**src/sv/key_matrix_press_detector_macros.svh**
```systemverilog
// assertion macros used by the rtl
`ifndef KEY_MATRIX_PRESS_DETECTOR_MACROS_SVH
`define KEY_MATRIX_PRESS_DETECTOR_MACROS_SVH

// same-cycle implication
`define KMPD_ASSERT_NOW(label, ante, cons, msg) \
   label: assert property (@(posedge clock) disable iff (reset) (ante) |-> (cons)) \
      else $error(msg);

// next-cycle implication
`define KMPD_ASSERT_NEXT(label, ante, cons, msg) \
   label: assert property (@(posedge clock) disable iff (reset) (ante) |=> (cons)) \
      else $error(msg);

`endif

```
**src/sv/kmpd_pkg.sv**
```systemverilog
package kmpd_pkg;

   localparam int MatrixRows = 8;
   localparam int MatrixCols = 8;
   localparam int KeyCount   = MatrixRows * MatrixCols;
   localparam int IndexWidth = $clog2(KeyCount);
   localparam int CodeWidth  = 7;

   typedef logic [MatrixCols-1:0] row_type;
   typedef logic [KeyCount-1:0]   key_bits_type;
   typedef logic [CodeWidth-1:0]  code_type;

   typedef struct packed {
      logic     valid;
      code_type key_code;
      logic     shift_held;
      logic     ctrl_held;
      logic     last_of_scan;
   } kmpd_result_type;

endpackage

```
**src/sv/kmpd_walker.sv**
```systemverilog
`include "key_matrix_press_detector_macros.svh"

module kmpd_walker
   import kmpd_pkg::*;
(
   input  logic            clock,
   input  logic            reset,
   input  logic            load,
   input  key_bits_type    load_bits,
   input  logic            load_shift,
   input  logic            load_ctrl,
   input  logic            take,
   output logic            busy,
   output kmpd_result_type result
);

   key_bits_type          bits_ff, bits_in;
   logic [IndexWidth-1:0] idx_ff, idx_in;
   logic                  shift_ff, shift_in;
   logic                  ctrl_ff, ctrl_in;
   logic                  emit;
   logic                  advance;
   logic                  last;

   assign busy    = |bits_ff;
   assign emit    = bits_ff[0] && take;
   assign advance = busy && (!bits_ff[0] || take);
   assign last    = ~|bits_ff[KeyCount-1:1];

   always_comb begin
      bits_in  = bits_ff;
      idx_in   = idx_ff;
      shift_in = shift_ff;
      ctrl_in  = ctrl_ff;
      if (load) begin
         bits_in  = load_bits;
         idx_in   = '0;
         shift_in = load_shift;
         ctrl_in  = load_ctrl;
      end else if (advance) begin
         bits_in = bits_ff >> 1;
         idx_in  = idx_ff + IndexWidth'(1);
      end
   end

   always_ff @(posedge clock) begin
      if (reset) begin
         bits_ff <= '0;
         idx_ff  <= '0;
      end else begin
         bits_ff <= bits_in;
         idx_ff  <= idx_in;
      end
      shift_ff <= shift_in;
      ctrl_ff  <= ctrl_in;
   end

   always_comb begin
      result.valid        = emit;
      result.key_code     = CodeWidth'(idx_ff) + CodeWidth'(1);
      result.shift_held   = shift_ff;
      result.ctrl_held    = ctrl_ff;
      result.last_of_scan = last;
   end

   `KMPD_ASSERT_NEXT(a_load_starts_at_zero, load, idx_ff == '0, "walk did not restart at key zero")
   `KMPD_ASSERT_NEXT(a_last_ends_walk, emit && last, !busy, "walk still busy after last word")
   `KMPD_ASSERT_NEXT(a_idle_bit_skips, busy && !bits_ff[0] && !load, idx_ff == $past(idx_ff) + IndexWidth'(1), "index did not step past an idle key")

endmodule

```
**src/sv/key_matrix_press_detector.sv**
```systemverilog
// Reports newly pressed keys of an 8x8 active-low key matrix. Each req word
// is a full scan of eight row bytes; every key that is low now and was high
// in the previous scan produces one rsp word with key code 1 + row*8 + column,
// row 0 column 0 first, the shift and ctrl flags of this scan, and
// last_of_scan set on the final word of the scan. Releases and unchanged
// scans produce nothing. After reset the previous scan reads as all keys
// held. A scan is walked by a shift register one key bit per cycle, unless
// rsp is stalled, and each rsp word is registered and shows up in the cycle
// after its key is walked. req_stall stays high for the walk, which runs key
// by key up to the highest newly pressed one (at most 64 keys) and holds
// through any stall on rsp. A scan with no new press does not raise
// req_stall. ROWS and COLUMNS mask out unused rows and columns from reporting.
module key_matrix_press_detector
   import kmpd_pkg::*;
#(
   parameter int ROWS    = 8,
   parameter int COLUMNS = 8
) (
   input  logic           clock,
   input  logic           reset,
   input  logic           req_valid,
   output logic           req_stall,
   input  row_type        req_row_0,
   input  row_type        req_row_1,
   input  row_type        req_row_2,
   input  row_type        req_row_3,
   input  row_type        req_row_4,
   input  row_type        req_row_5,
   input  row_type        req_row_6,
   input  row_type        req_row_7,
   output logic           rsp_valid,
   input  logic           rsp_stall,
   output code_type       rsp_key_code,
   output logic           rsp_shift_held,
   output logic           rsp_ctrl_held,
   output logic           rsp_last_of_scan
);

   row_type         now [MatrixRows];
   row_type         prev_ff [MatrixRows];
   key_bits_type    pressed;
   logic            accept;
   logic            busy;
   logic            take;
   kmpd_result_type result;
   logic            rsp_valid_ff;
   code_type        key_code_ff;
   logic            shift_ff;
   logic            ctrl_ff;
   logic            last_ff;

   assign now[0] = req_row_0;
   assign now[1] = req_row_1;
   assign now[2] = req_row_2;
   assign now[3] = req_row_3;
   assign now[4] = req_row_4;
   assign now[5] = req_row_5;
   assign now[6] = req_row_6;
   assign now[7] = req_row_7;

   assign req_stall = busy || reset;
   assign accept    = req_valid && !req_stall;
   assign take      = !rsp_valid_ff || !rsp_stall;

   // new press: was high, now low, inside the reported area
   for (genvar r = 0; r < MatrixRows; r++) begin : g_row
      for (genvar c = 0; c < MatrixCols; c++) begin : g_col
         if (r < ROWS && c < COLUMNS) begin : g_on
            assign pressed[r*MatrixCols+c] = prev_ff[r][c] && !now[r][c];
         end else begin : g_off
            assign pressed[r*MatrixCols+c] = 1'b0;
         end
      end
   end

   always_ff @(posedge clock) begin
      if (reset) begin
         for (int r = 0; r < MatrixRows; r++) begin
            prev_ff[r] <= '0;
         end
      end else if (accept) begin
         for (int r = 0; r < MatrixRows; r++) begin
            prev_ff[r] <= now[r];
         end
      end
   end

   kmpd_walker u_walker (
      .clock      (clock),
      .reset      (reset),
      .load       (accept),
      .load_bits  (pressed),
      .load_shift (!req_row_3[0] || !req_row_5[6]),
      .load_ctrl  (!req_row_2[0]),
      .take       (take),
      .busy       (busy),
      .result     (result)
   );

   always_ff @(posedge clock) begin
      if (reset) begin
         rsp_valid_ff <= 1'b0;
      end else if (result.valid) begin
         rsp_valid_ff <= 1'b1;
      end else if (!rsp_stall) begin
         rsp_valid_ff <= 1'b0;
      end
      if (result.valid) begin
         key_code_ff <= result.key_code;
         shift_ff    <= result.shift_held;
         ctrl_ff     <= result.ctrl_held;
         last_ff     <= result.last_of_scan;
      end
   end

   assign rsp_valid        = rsp_valid_ff;
   assign rsp_key_code     = key_code_ff;
   assign rsp_shift_held   = shift_ff;
   assign rsp_ctrl_held    = ctrl_ff;
   assign rsp_last_of_scan = last_ff;

endmodule
```
**config.mk**
```make
export PLATFORM = sky130hd
export DESIGN_NAME = key_matrix_press_detector
export DESIGN_NICKNAME = d
export VERILOG_FILES = /design/src/sv/kmpd_pkg.sv /design/src/sv/kmpd_walker.sv /design/src/sv/key_matrix_press_detector.sv
export VERILOG_INCLUDE_DIRS = /design/src /design/src/sv
export SDC_FILE = /design/constraint.sdc
export NUM_CORES = 1
export LEC_CHECK = 0
export ABC_AREA = 1
export BUFFER_PORTS_ARGS = -buffer_cell sky130_fd_sc_hd__clkbuf_2
export CORE_MARGIN = 2
export CORE_UTILIZATION = 40
export CTS_BUF_LIST = sky130_fd_sc_hd__clkbuf_8
export DETAILED_ROUTE_END_ITERATION = 7
export RECOVER_POWER = 100
export SKIP_CTS_REPAIR_TIMING = 1
export SLEW_MARGIN = 10
export SYNTH_ARGS = -nofsm -noshare
export SYNTH_HDL_FRONTEND = slang
export SYNTH_SLANG_ARGS = --single-unit
```
**constraint.sdc**
```tcl
create_clock -name clock -period 6.5 [get_ports clock]
set_clock_uncertainty 0.15 [all_clocks]
set_input_delay 0.325 -clock clock [delete_from_list [all_inputs] [get_ports clock]]
set_output_delay 0.325 -clock clock [all_outputs]
set_load 0.05 [all_outputs]
```
==> impl_metrics.ini <==
[critical_path]
rr_worst_depth = 10
max_stage_delay_ns = 1.60
worstPathCellList = clkbuf_1, inv_2, nand4_1, nand2_4, inv_1, nand2_1, o21ai_0
cp.depth = 7
r2r_end = u_walker.bits_ff[43]$_SDFFE_PP0P_
cp.required_ns = 6.70
critical-path-top-delay-family = buffers and inverters
startpoint = reset
end_kind = flip-flop
path_buf_inv = 3
crit_arrival_ns = 4.69
cp_max_fo = 72
r2r-start = u_walker.bits_ff[33]$_SDFFE_PP0P_
crit_slowest_cell = inv_1
crit_type = primary input to flip-flop
cp-start-kind = primary input
rrSetupSlack_ns = 2.67
critPathCapture = u_walker.bits_ff[43]$_SDFFE_PP0P_

[clock_tree]
cts-buffers-inserted = 17
clockBufferDepth = 2
clk_latency_ns = 0.46
cts_tree = done
clk_pin_slew_ns = 0.08
cts_sinks = 147
clock-root-buffer = clkbuf_8
htreeDepth = 4

[drt]
drtAntennaViolNets = 0
drt_wl_total_um = 13500
wire_per_inst_um = 12.2
vias_per_cell = 4.53
drc = 0
drtPass1Iterations = 4
drt_iter0_markers = 335
vias = 4992

[global_routing]
grt_pass1_wl_um = 22800
grt_max_degree = 111
grt_pass1_vias = 4720
grtUsageTotal = 0.163
antenna_found_initial = 0
overflow = 0

[logic_synthesis]
syn_inst = 814
synthesis.area_um2 = 6550
synthFlopType = edfxtp_1
syn_avg_cell_area_um2 = 8.05
synth_cell_type_count = 26
ys_async_sr_fraction = 0
synthDominantCellAreaShare = 0.348
yosysWarningCount = 0
synth.area.top_cells = edfxtp_1 (35%), dfxtp_1 (22%), nand2_1 (16%)
synthTopCellsByCount = nand2_1 (275), nor2_1 (110), inv_1 (83), edfxtp_1 (76), dfxtp_1 (71)
yosys.area.top_type = edfxtp_1
synth-seq-cells = 147
synth_edf_count = 76
synth_most_common_cell = nand2_1
synth-seq-area-share = 0.565
syn_nets = 883

[die]
dieHeight_um = 132
start_util = 0.411
die_width_um = 132
num_rows = 46
io_pins = 80
die_area_um2 = 17400
coreArea_um2 = 15900

[place]
dp.cells = 1069
gp_congestion = 0.736
hpwl_um = 8300
portBuffers = 79
place_ws_ns = 2.50

[sta]
setup_slack_ns = 2.02
worst_slew_pin_slew_ns = 1.97
fmax_mhz = 223
min_period_ns = 4.48
period_share = 0.690
maxSlewHeadroom = -0.314
fin_tns_setup_ns = 0
finalSetupViolCount = 0
rsz0062_at_grt = false
slew_viol_final = 237
final-hold-violation-count = 0

[layout]
area_growth_pct = 11.5
stdcell_count = 1101
diodes = 0
nets = 941
final_core_util = 0.458
drive_gt1_frac = 0.108

[worst_hold_path]
min_path_type = primary input to flip-flop

[job]
cap_violations = 3

[run_status]
status = finished with violations
violations = capacitance limit, slew limit
-- through the flow --
step                hold WS [ns]  instance area [um^2]
floorplan                  0.250                  6550
global placement           0.278                  7000
detailed placement         0.282                  7000
CTS                      -0.0147                  7350
global route              0.0105                  7310
finish                    0.0147                  7310
-- cell type report --
cell class              instances  area, um^2
fillers                      1628        8640
flip-flops and latches        147        3700
multi-input cells             541        2270
repair buffers                 80         383
inverters                      85         319
well taps                     216         270
clock buffers                  17         234
clock inverters                15         123
-- layer usage --
layer	global-route usage	share of wire
met1	0.225	0.50
met2	0.249	0.45
met3	0.0361	0.040
met4	0.0652	0.016
met5	0	0
-- how the worst min path moves through the flow --
| stage | start | endpoint | slack (ns) | depth (start not counted) |
|---|---|---|---|---|
| 5_1_grt | req_row_1[5] | u_walker.bits_ff[13]$_SDFFE_PP0P_ | 0.01 | 4 |
| 3_5_place_dp | u_walker.shift_ff$_DFFE_PP_ | rsp_shift_held$_DFFE_PP_ | 0.28 | 0 |
| 6_report | rsp_stall | rsp_valid$_SDFFE_PP0P_ | 0.01 | 3 |
| 4_1_cts | req_row_2[1] | u_walker.bits_ff[17]$_SDFFE_PP0P_ | -0.01 | 4 |
| 2_1_floorplan | u_walker.ctrl_ff$_DFFE_PP_ | rsp_ctrl_held$_DFFE_PP_ | 0.25 | 0 |
| 3_3_place_gp | u_walker.shift_ff$_DFFE_PP_ | rsp_shift_held$_DFFE_PP_ | 0.28 | 0 |
-- placed cells by master (no fill, tap or decap), drive strengths merged, types with 2 or more instances in the layout --
| cell type | synthesis | layout |
|---|---|---|
| clkbuf | 17 | 97 |
| bufinv | 0 | 2 |
| edfxtp | 76 | 76 |
| clkinv | 0 | 11 |
| nand4 | 2 | 2 |
| a21oi | 8 | 8 |
| dfxtp | 71 | 71 |
| nand3 | 70 | 70 |
| nand2 | 278 | 278 |
| xor2 | 4 | 4 |
| inv | 85 | 85 |
| nor2 | 112 | 112 |
| clkinvlp | 0 | 2 |
| o21ai | 62 | 62 |
-- kinds of logic after synthesis --
| group | synth area share |
|---|---|
| buf+inv | 0.0838 |
| fa+ha+maj | 0.00191 |
| xor+xnor | 0.00535 |
| simple gates | 0.288 |
| compound gates | 0.0556 |
| flops | 0.565 |
-- tightest hold or removal path: cells and delay by family --
family | cells | cell delay (ns)
AND/OR/NAND/NOR | 1 | 0.10
buffers and inverters | 1 | 0.08
AO/OA/AOI/OAI | 1 | 0.07
-- sequential cells by signal, summed over array words and instances, names as in the netlist --
name / cells
prev_ff: 64
u_walker.bits_ff: 64
rsp_key_code: 7
u_walker.idx_ff: 6
rsp_ctrl_held: 1
rsp_last_of_scan: 1
rsp_shift_held: 1
rsp_valid: 1
u_walker.ctrl_ff: 1
u_walker.shift_ff: 1
Power is not shown: default switching activity piles up to over one toggle a cycle in this logic, so the estimate is an artifact.
